--- src/rtl/ogru_pkg.sv ---
// Shared types and constants of the occupancy grid ray update unit.
// No dependencies; imported by all block files but ogru_map_mem.
`default_nettype none

package ogru_pkg;

    localparam int COORD_W     = 11;   // signed cell coordinate of a command
    localparam int INC_W       = 13;   // signed Q.8 increment
    localparam int CLAMP_W     = 23;   // signed Q.8 saturation limit
    localparam int CELLS_W     = 9;    // cells in use per side, cells touched
    localparam int VALUE_OUT_W = 23;   // signed Q.8 log-odds on the result

    // Command codes carried in tuser.
    localparam logic CMD_RAY  = 1'b0;
    localparam logic CMD_READ = 1'b1;

    // Register indexes (byte address divided by four).
    localparam logic [2:0] REG_HIT_INC    = 3'd0;
    localparam logic [2:0] REG_MISS_INC   = 3'd1;
    localparam logic [2:0] REG_CLAMP_LOW  = 3'd2;
    localparam logic [2:0] REG_CLAMP_HIGH = 3'd3;
    localparam logic [2:0] REG_CELLS_USED = 3'd4;

    // Register reset values.
    localparam logic signed [INC_W-1:0]   RST_HIT_INC    = 13'sd217;
    localparam logic signed [INC_W-1:0]   RST_MISS_INC   = -13'sd217;
    localparam logic signed [CLAMP_W-1:0] RST_CLAMP_LOW  = -23'sd1280;
    localparam logic signed [CLAMP_W-1:0] RST_CLAMP_HIGH = 23'sd1280000;
    localparam logic [CELLS_W-1:0]        RST_CELLS_USED = 9'd200;

    typedef struct packed {
        logic [INC_W-1:0]   hit_inc;
        logic [INC_W-1:0]   miss_inc;
        logic [CLAMP_W-1:0] clamp_low;
        logic [CLAMP_W-1:0] clamp_high;
        logic [CELLS_W-1:0] cells_used;
    } ogru_cfg_t;

    typedef struct packed {
        logic               command;
        logic [COORD_W-1:0] cell_x;
        logic [COORD_W-1:0] cell_y;
        logic [COORD_W-1:0] end_x;
        logic [COORD_W-1:0] end_y;
        logic               hit;
    } ogru_cmd_t;

    typedef struct packed {
        logic [VALUE_OUT_W-1:0] cell_value;
        logic [CELLS_W-1:0]     cells_updated;
    } ogru_result_t;

    typedef enum logic [2:0] {
        ST_CLEAR,
        ST_IDLE,
        ST_CLAMP,
        ST_SETUP,
        ST_WALK,
        ST_DRAIN,
        ST_READ,
        ST_DONE
    } ogru_state_t;

endpackage

`default_nettype wire

--- src/rtl/ogru_sat_add.sv ---
// Saturating log-odds update: adds an increment, applies the clamp limits,
// then saturates to the stored value width. Depends on ogru_pkg.
`default_nettype none

module ogru_sat_add
    import ogru_pkg::*;
#(
    parameter int VALUE_WIDTH = 23
) (
    input  wire logic signed [VALUE_WIDTH-1:0] cur,
    input  wire logic signed [INC_W-1:0]       inc,
    input  wire logic signed [CLAMP_W-1:0]     lim_low,
    input  wire logic signed [CLAMP_W-1:0]     lim_high,
    output logic      signed [VALUE_WIDTH-1:0] result
);

    localparam int SW = ((VALUE_WIDTH > CLAMP_W) ? VALUE_WIDTH : CLAMP_W) + 2;
    localparam longint VMAX_L = (longint'(1) <<< (VALUE_WIDTH - 1)) - longint'(1);
    localparam logic signed [SW-1:0] VMAX = SW'(VMAX_L);
    localparam logic signed [SW-1:0] VMIN = SW'(-VMAX_L - longint'(1));

    logic signed [SW-1:0] sum_s;

    // The upper limit goes first, so crossed limits leave the lower one.
    always_comb
    begin
        sum_s = SW'(cur) + SW'(inc);
        if (sum_s > SW'(lim_high))
        begin
            sum_s = SW'(lim_high);
        end
        if (sum_s < SW'(lim_low))
        begin
            sum_s = SW'(lim_low);
        end
        if (sum_s > VMAX)
        begin
            sum_s = VMAX;
        end
        if (sum_s < VMIN)
        begin
            sum_s = VMIN;
        end
        result = sum_s[VALUE_WIDTH-1:0];
    end

endmodule

`default_nettype wire

--- src/rtl/ogru_ray_walker.sv ---
// Command sequencer: map clearing pass, coordinate clamping, Bresenham stepping
// and the read-modify-write pipeline on the map RAM. Depends on ogru_pkg, ogru_sat_add.
`default_nettype none

module ogru_ray_walker
    import ogru_pkg::*;
#(
    parameter int GRID_SIDE   = 256,
    parameter int VALUE_WIDTH = 23
) (
    input  wire logic                                clk,
    input  wire logic                                rst_n,
    input  wire ogru_cfg_t                           cfg,
    input  wire logic                                cmd_valid,
    output logic                                     cmd_ready,
    input  wire ogru_cmd_t                           cmd,
    output logic                                     res_valid,
    input  wire logic                                res_ready,
    output ogru_result_t                             res,
    output logic                                     mem_we,
    output logic [2*$clog2(GRID_SIDE)-1:0]           mem_waddr,
    output logic [VALUE_WIDTH-1:0]                   mem_wdata,
    output logic                                     mem_re,
    output logic [2*$clog2(GRID_SIDE)-1:0]           mem_raddr,
    input  wire logic [VALUE_WIDTH-1:0]              mem_rdata
);

    localparam int CW    = $clog2(GRID_SIDE);
    localparam int AW    = 2 * CW;
    localparam int EW    = CW + 2;
    localparam int CNT_W = ((CW + 1) > CELLS_W) ? (CW + 1) : CELLS_W;

    ogru_state_t state_reg, state_next;
    ogru_cmd_t   cmd_reg, cmd_next;

    logic [CW-1:0] sx_reg, sx_next, sy_reg, sy_next;
    logic [CW-1:0] ex_reg, ex_next, ey_reg, ey_next;
    logic [CW-1:0] a_reg, a_next, b_reg, b_next;
    logic [CW-1:0] da_reg, da_next, db_reg, db_next;
    logic [CW-1:0] cnt_reg, cnt_next;
    logic signed [EW-1:0] err_reg, err_next;
    logic          steep_reg, steep_next;
    logic          a_dec_reg, a_dec_next, b_dec_reg, b_dec_next;
    logic          p_valid_reg, p_valid_next, p_last_reg, p_last_next;
    logic [AW-1:0] p_addr_reg, p_addr_next;
    logic [AW-1:0] clr_reg, clr_next;
    logic [VALUE_OUT_W-1:0] val_reg, val_next;

    logic [COORD_W-1:0] lim_c, top_c, n_c;
    logic [CW-1:0] adx_c, ady_c, cx_c, cy_c;
    logic          steep_c;
    logic signed [EW-1:0] err_sub_c;
    logic [CNT_W-1:0] cells_c;
    logic signed [VALUE_WIDTH-1:0] upd_c;
    logic signed [INC_W-1:0] inc_c;

    function automatic logic [CW-1:0] clamp_coord(input logic [COORD_W-1:0] v,
                                                  input logic [COORD_W-1:0] top);
        logic [CW-1:0] r;
        if (v[COORD_W-1])
        begin
            r = '0;
        end
        else if (v > top)
        begin
            r = top[CW-1:0];
        end
        else
        begin
            r = v[CW-1:0];
        end
        return r;
    endfunction

    function automatic logic [VALUE_OUT_W-1:0] to_out(input logic signed [VALUE_WIDTH-1:0] v);
        logic signed [31:0] w;
        w = 32'(v);
        return w[VALUE_OUT_W-1:0];
    endfunction

    // Top coordinate of the grid in use.
    always_comb
    begin
        n_c = COORD_W'(cfg.cells_used);
        if (n_c == '0)
        begin
            lim_c = COORD_W'(1);
        end
        else if (n_c > COORD_W'(GRID_SIDE))
        begin
            lim_c = COORD_W'(GRID_SIDE);
        end
        else
        begin
            lim_c = n_c;
        end
        top_c = lim_c - COORD_W'(1);
    end

    assign adx_c   = (ex_reg > sx_reg) ? (ex_reg - sx_reg) : (sx_reg - ex_reg);
    assign ady_c   = (ey_reg > sy_reg) ? (ey_reg - sy_reg) : (sy_reg - ey_reg);
    assign steep_c = ady_c > adx_c;

    assign cx_c      = steep_reg ? b_reg : a_reg;
    assign cy_c      = steep_reg ? a_reg : b_reg;
    assign err_sub_c = err_reg - $signed({2'b00, db_reg});
    assign cells_c   = CNT_W'(da_reg) + CNT_W'(1);

    assign inc_c = (p_last_reg && cmd_reg.hit) ? $signed(cfg.hit_inc) : $signed(cfg.miss_inc);

    ogru_sat_add #(
        .VALUE_WIDTH (VALUE_WIDTH)
    ) u_sat_add (
        .cur      ($signed(mem_rdata)),
        .inc      (inc_c),
        .lim_low  ($signed(cfg.clamp_low)),
        .lim_high ($signed(cfg.clamp_high)),
        .result   (upd_c)
    );

    always_comb
    begin
        state_next   = state_reg;
        cmd_next     = cmd_reg;
        sx_next      = sx_reg;
        sy_next      = sy_reg;
        ex_next      = ex_reg;
        ey_next      = ey_reg;
        a_next       = a_reg;
        b_next       = b_reg;
        da_next      = da_reg;
        db_next      = db_reg;
        cnt_next     = cnt_reg;
        err_next     = err_reg;
        steep_next   = steep_reg;
        a_dec_next   = a_dec_reg;
        b_dec_next   = b_dec_reg;
        p_valid_next = 1'b0;
        p_last_next  = p_last_reg;
        p_addr_next  = p_addr_reg;
        clr_next     = clr_reg;
        val_next     = val_reg;

        cmd_ready = 1'b0;
        res_valid = 1'b0;
        mem_re    = 1'b0;
        mem_raddr = {cy_c, cx_c};

        // Write stage: the cell read in the previous cycle is updated now.
        mem_we    = p_valid_reg;
        mem_waddr = p_addr_reg;
        mem_wdata = upd_c;
        if (p_valid_reg && p_last_reg)
        begin
            val_next = to_out(upd_c);
        end

        res.cell_value    = val_reg;
        res.cells_updated = (cmd_reg.command == CMD_READ) ? '0 : cells_c[CELLS_W-1:0];

        case (state_reg)
            ST_CLEAR:
            begin
                mem_we    = 1'b1;
                mem_waddr = clr_reg;
                mem_wdata = '0;
                clr_next  = clr_reg + AW'(1);
                if (clr_reg == '1)
                begin
                    state_next = ST_IDLE;
                end
            end
            ST_IDLE:
            begin
                cmd_ready = 1'b1;
                if (cmd_valid)
                begin
                    cmd_next   = cmd;
                    state_next = ST_CLAMP;
                end
            end
            ST_CLAMP:
            begin
                sx_next    = clamp_coord(cmd_reg.cell_x, top_c);
                sy_next    = clamp_coord(cmd_reg.cell_y, top_c);
                ex_next    = clamp_coord(cmd_reg.end_x, top_c);
                ey_next    = clamp_coord(cmd_reg.end_y, top_c);
                state_next = ST_SETUP;
            end
            ST_SETUP:
            begin
                if (cmd_reg.command == CMD_READ)
                begin
                    mem_re     = 1'b1;
                    mem_raddr  = {sy_reg, sx_reg};
                    state_next = ST_READ;
                end
                else
                begin
                    // Steep lines walk along y, so the a axis is always the major one.
                    steep_next = steep_c;
                    a_next     = steep_c ? sy_reg : sx_reg;
                    b_next     = steep_c ? sx_reg : sy_reg;
                    da_next    = steep_c ? ady_c : adx_c;
                    db_next    = steep_c ? adx_c : ady_c;
                    cnt_next   = steep_c ? ady_c : adx_c;
                    a_dec_next = steep_c ? !(sy_reg < ey_reg) : !(sx_reg < ex_reg);
                    b_dec_next = steep_c ? !(sx_reg < ex_reg) : !(sy_reg < ey_reg);
                    err_next   = $signed({2'b00, (steep_c ? ady_c : adx_c) >> 1});
                    state_next = ST_WALK;
                end
            end
            ST_WALK:
            begin
                mem_re       = 1'b1;
                p_valid_next = 1'b1;
                p_addr_next  = {cy_c, cx_c};
                p_last_next  = (cnt_reg == '0);
                a_next       = a_dec_reg ? (a_reg - CW'(1)) : (a_reg + CW'(1));
                cnt_next     = cnt_reg - CW'(1);
                if (err_sub_c < 0)
                begin
                    b_next   = b_dec_reg ? (b_reg - CW'(1)) : (b_reg + CW'(1));
                    err_next = err_sub_c + $signed({2'b00, da_reg});
                end
                else
                begin
                    err_next = err_sub_c;
                end
                if (cnt_reg == '0)
                begin
                    state_next = ST_DRAIN;
                end
            end
            ST_DRAIN:
            begin
                state_next = ST_DONE;
            end
            ST_READ:
            begin
                val_next   = to_out($signed(mem_rdata));
                state_next = ST_DONE;
            end
            ST_DONE:
            begin
                res_valid = 1'b1;
                if (res_ready)
                begin
                    state_next = ST_IDLE;
                end
            end
            default:
            begin
                state_next = ST_IDLE;
            end
        endcase
    end

    always_ff @(posedge clk or negedge rst_n)
    begin
        if (!rst_n)
        begin
            state_reg   <= ST_CLEAR;
            clr_reg     <= '0;
            p_valid_reg <= 1'b0;
        end
        else
        begin
            state_reg   <= state_next;
            clr_reg     <= clr_next;
            p_valid_reg <= p_valid_next;
        end
    end

    always_ff @(posedge clk)
    begin
        cmd_reg    <= cmd_next;
        sx_reg     <= sx_next;
        sy_reg     <= sy_next;
        ex_reg     <= ex_next;
        ey_reg     <= ey_next;
        a_reg      <= a_next;
        b_reg      <= b_next;
        da_reg     <= da_next;
        db_reg     <= db_next;
        cnt_reg    <= cnt_next;
        err_reg    <= err_next;
        steep_reg  <= steep_next;
        a_dec_reg  <= a_dec_next;
        b_dec_reg  <= b_dec_next;
        p_last_reg <= p_last_next;
        p_addr_reg <= p_addr_next;
        val_reg    <= val_next;
    end

`ifndef SYNTHESIS
    a_idle_no_write: assert property (@(posedge clk) disable iff (!rst_n)
        (state_reg == ST_IDLE) |-> !mem_we)
        else $error("map written while the sequencer is idle");

    a_no_rw_same_cell: assert property (@(posedge clk) disable iff (!rst_n)
        (mem_we && mem_re) |-> (mem_waddr != mem_raddr))
        else $error("read and write of the same map cell in one cycle");

    a_walk_counts_down: assert property (@(posedge clk) disable iff (!rst_n)
        (state_reg == ST_WALK && cnt_reg != '0) |=>
        (state_reg == ST_WALK && cnt_reg == $past(cnt_reg) - 1'b1))
        else $error("ray step counter out of sequence");

    a_last_cell_drains: assert property (@(posedge clk) disable iff (!rst_n)
        (state_reg == ST_WALK && cnt_reg == '0) |=>
        (state_reg == ST_DRAIN && p_valid_reg && p_last_reg))
        else $error("end cell not in the write stage after the last step");
`endif

endmodule

`default_nettype wire

--- config.mk ---
export PLATFORM = sky130hd
export DESIGN_NAME = ogru_ray_walker
export DESIGN_NICKNAME = d
export VERILOG_FILES = /design/src/rtl/ogru_pkg.sv /design/src/rtl/ogru_sat_add.sv /design/src/rtl/ogru_ray_walker.sv
export SDC_FILE = /design/constraint.sdc
export NUM_CORES = 1
export LEC_CHECK = 0
export CORE_MARGIN = 10
export CORE_UTILIZATION = 45
export DETAILED_ROUTE_END_ITERATION = 6
export DONT_BUFFER_PORTS = 1
export PLACE_DENSITY = 0.61
export SLEW_MARGIN = 10
export SYNTH_ARGS = -nofsm -noshare
export SYNTH_HDL_FRONTEND = slang
export SYNTH_HIERARCHICAL = 1
export SYNTH_SLANG_ARGS = --single-unit
--- constraint.sdc ---
create_clock -name clk -period 17.39 [get_ports clk]
set_clock_uncertainty 0.1 [all_clocks]
set_input_delay 0 -clock clk [delete_from_list [all_inputs] [get_ports clk]]
set_output_delay 0 -clock clk [all_outputs]
set_load 0.005 [all_outputs]
==> reports/qor.yml <==
cts_hold_buf: 97
yosys.area_share.simple_pct: 13.3
hp-class: "input port to asynchronous set/reset pin"
ys_warn_count: 6
finalSetupTns_ns: 0
synthToLayoutAreaGrowth_pct: 12.7
synth_area_per_cell_um2: 9.53
numCtsBuffers: 17
rsz0062_at_grt: "no"
grt_pass1_wl_um: 74800
ff2ff_setup_slack_ns: 7.63
p_per_area_nw_per_um2: 198
fin_area_um2: 18300
grt_pass1_vias: 13000
fp-row-count: 69
clk_latency_ns: 0.45
synth_flop_cell: "edfxtp_1"
design.die.area_um2: 44000
synth_xor_xnor_area_share_pct: 4.70
postCtsSetupBuffers: 0
grt_max_degree: 47
crit_fanout: 45
viasPerCell: 5.75
seq_area_frac_synth_pct: 34.8
fmaxAchievable_ghz: 0.103
worst_path_most_repeated_cell: "nand2_1"
max_cap_viol_count: 0
worst_pin_slew_ns: 1.22
synth_compound_area_share_pct: 16.4
power.leakage_nw: 7.77
crit_slowest_cell: "o211ai_2"
layout-drive-gt1-share_pct: 9.38
setup_viol: 0
postRouteAntennaNets: 0
synth_edf_count: 171
path_class: "flop to flop"
initial_utilization_pct: 45.6
vias: 13000
routabilityCongestion: 0.913
largest_register_ffs: 46
die_w_um: 210
ios: 245
wl_um: 48100
end_kind: "flop"
drc: 0
cts_sinks: 191
htreeDepth: 4
critPathMaxStageDelay_ns: 0.64
clock_path_buffers: 2
placed_cell_area_um2: 16700
fp.dieH_um: 210
finalCritPeriodShare_pct: 56.1
status: "complete, no violations"
slew_viol_final: 0
io_buffers: 0
synth_fa_ha_area_share_pct: 15.4
clk_pin_slew_worst_paths_ns: 0.08
hpwl_um: 37800
final_nets: 2124
synthDistinctLibCells: 80
grt-ovfl-total: 0
final_cells: 2267
hold_viol_final: 0
synth-seq-cells: 191
post_cts_resized: 0
root_buffer: "clkbuf_16"
min_period_ns: 9.76
first_pass_iters: 5
arrival_ns: 9.86
slew_headroom_pct: 18.8
synth_top_family_by_area: "compound AO/OA/AOI/OAI gates"
synth_area_um2: 16200
grt_usage_pct: 21.4
cp-start-kind: "flop"
drtIter0Drc: 1168
routedWlPerCell_um: 21.2
synthCells: 1702
synthArstFlopShare_pct: 10.5
synthMuxAreaShare_pct: 9.77
crit_required_ns: 17.49
ir_drop_mv: 0.154
fin_util_pct: 51.4
cts_tree: "built"
dp.cells: 2123
antenna_found_initial: 18
fp.coreArea_um2: 35600
## stage by stage
stage	power, mW	hold slack, ns	worst slack, ns
floorplan	2.57	-0.396	9.77
global placement	3.07	-0.395	8.73
detailed placement	3.11	-0.395	8.42
CTS	3.61	0.00475	7.81
global route	3.94	0.0197	6.88
finish	3.61	0.0262	7.63
## routing by layer
layer	up-vias	track usage (%)	part of all wire (%)
li1	6363	-	-
met1	6168	28.4	46
met2	436	33.2	45
met3	53	5.42	6.8
met4	4	6.80	2.3
met5	-	0	0.054
## synthesized netlist by cell type, types with 29 or more instances
cell / count / share of area (%)
a21o_1: 38 / 1.8
a21oi_1: 116 / 3.6
clkbuf_1: 39 / 0.90
edfxtp_1: 171 / 32
ha_1: 183 / 14
inv_1: 175 / 4.1
mux2_2: 89 / 6.2
mux2i_1: 53 / 3.3
nand2_1: 117 / 2.7
nand3_1: 50 / 1.5
nor2_1: 85 / 2.0
nor2b_1: 46 / 1.8
nor3_1: 29 / 0.90
o21ai_0: 87 / 2.7
xnor2_1: 65 / 3.5
## logic make-up after synthesis
group	count (synthesis)
fa+ha+maj	194
mux	146
flops	191
buf+inv	237
other cells	1
simple gates	434
compound gates	412
xor+xnor	87
## worst max-delay path: cells and delay by family, from the launching register on
kind / cells / cell delay [ns]
AO/OA/AOI/OAI: 6 / 2.29
multiplexers: 3 / 0.90
buffers and inverters: 3 / 1.04
flip-flops: 1 / 0.40
adder cells (fa/ha/maj): 3 / 1.16
AND/OR/NAND/NOR: 13 / 3.60
## final timing paths
check,from,to,cells past startpoint
max in group asynchronous,rst_n,clr_reg[15],1
worst min register to register,clr_reg[9],clr_reg[9],1
worst min-delay path,rst_n,state_reg[1],1
min in group clk,cfg[47],val_reg[15],3
worst max-delay path,p_last_reg,val_reg[1],28
worst max register to register,p_last_reg,val_reg[1],28
## cell usage in the layout, fill, tap and decap left out, types with 22 or more instances in the layout
cell type,count
o21ai_0,87
xor2_1,22
nand3_1,50
nor2_1,85
nor3_1,26
a21oi_1,116
nand4_1,24
mux2_2,89
edfxtp_1,171
nor2b_1,46
xnor2_1,65
a21o_1,38
inv_1,175
nand2_1,117
mux2i_1,53
ha_1,183
dlygate4sd3_1,97
## where the power goes
part	internal [mW]	switching, mW	total, mW	leakage (nW)
Combinational	0.994	1.32	2.31	5.65
Sequential	0.780	0.126	0.906	1.84
Clock	0.202	0.195	0.396	0.290
## cell type report
cell class | instances | area (µm²)
clock buffer | 19 | 464
timing repair buffer | 114 | 1100
fill | 3268 | 17300
tap | 461 | 577
antenna | 15 | 37.5
sequential | 191 | 5640
clock inverter | 13 | 119
inverter | 177 | 664
multi-input combinational | 1277 | 9680
(Power assumes the default switching activity.)
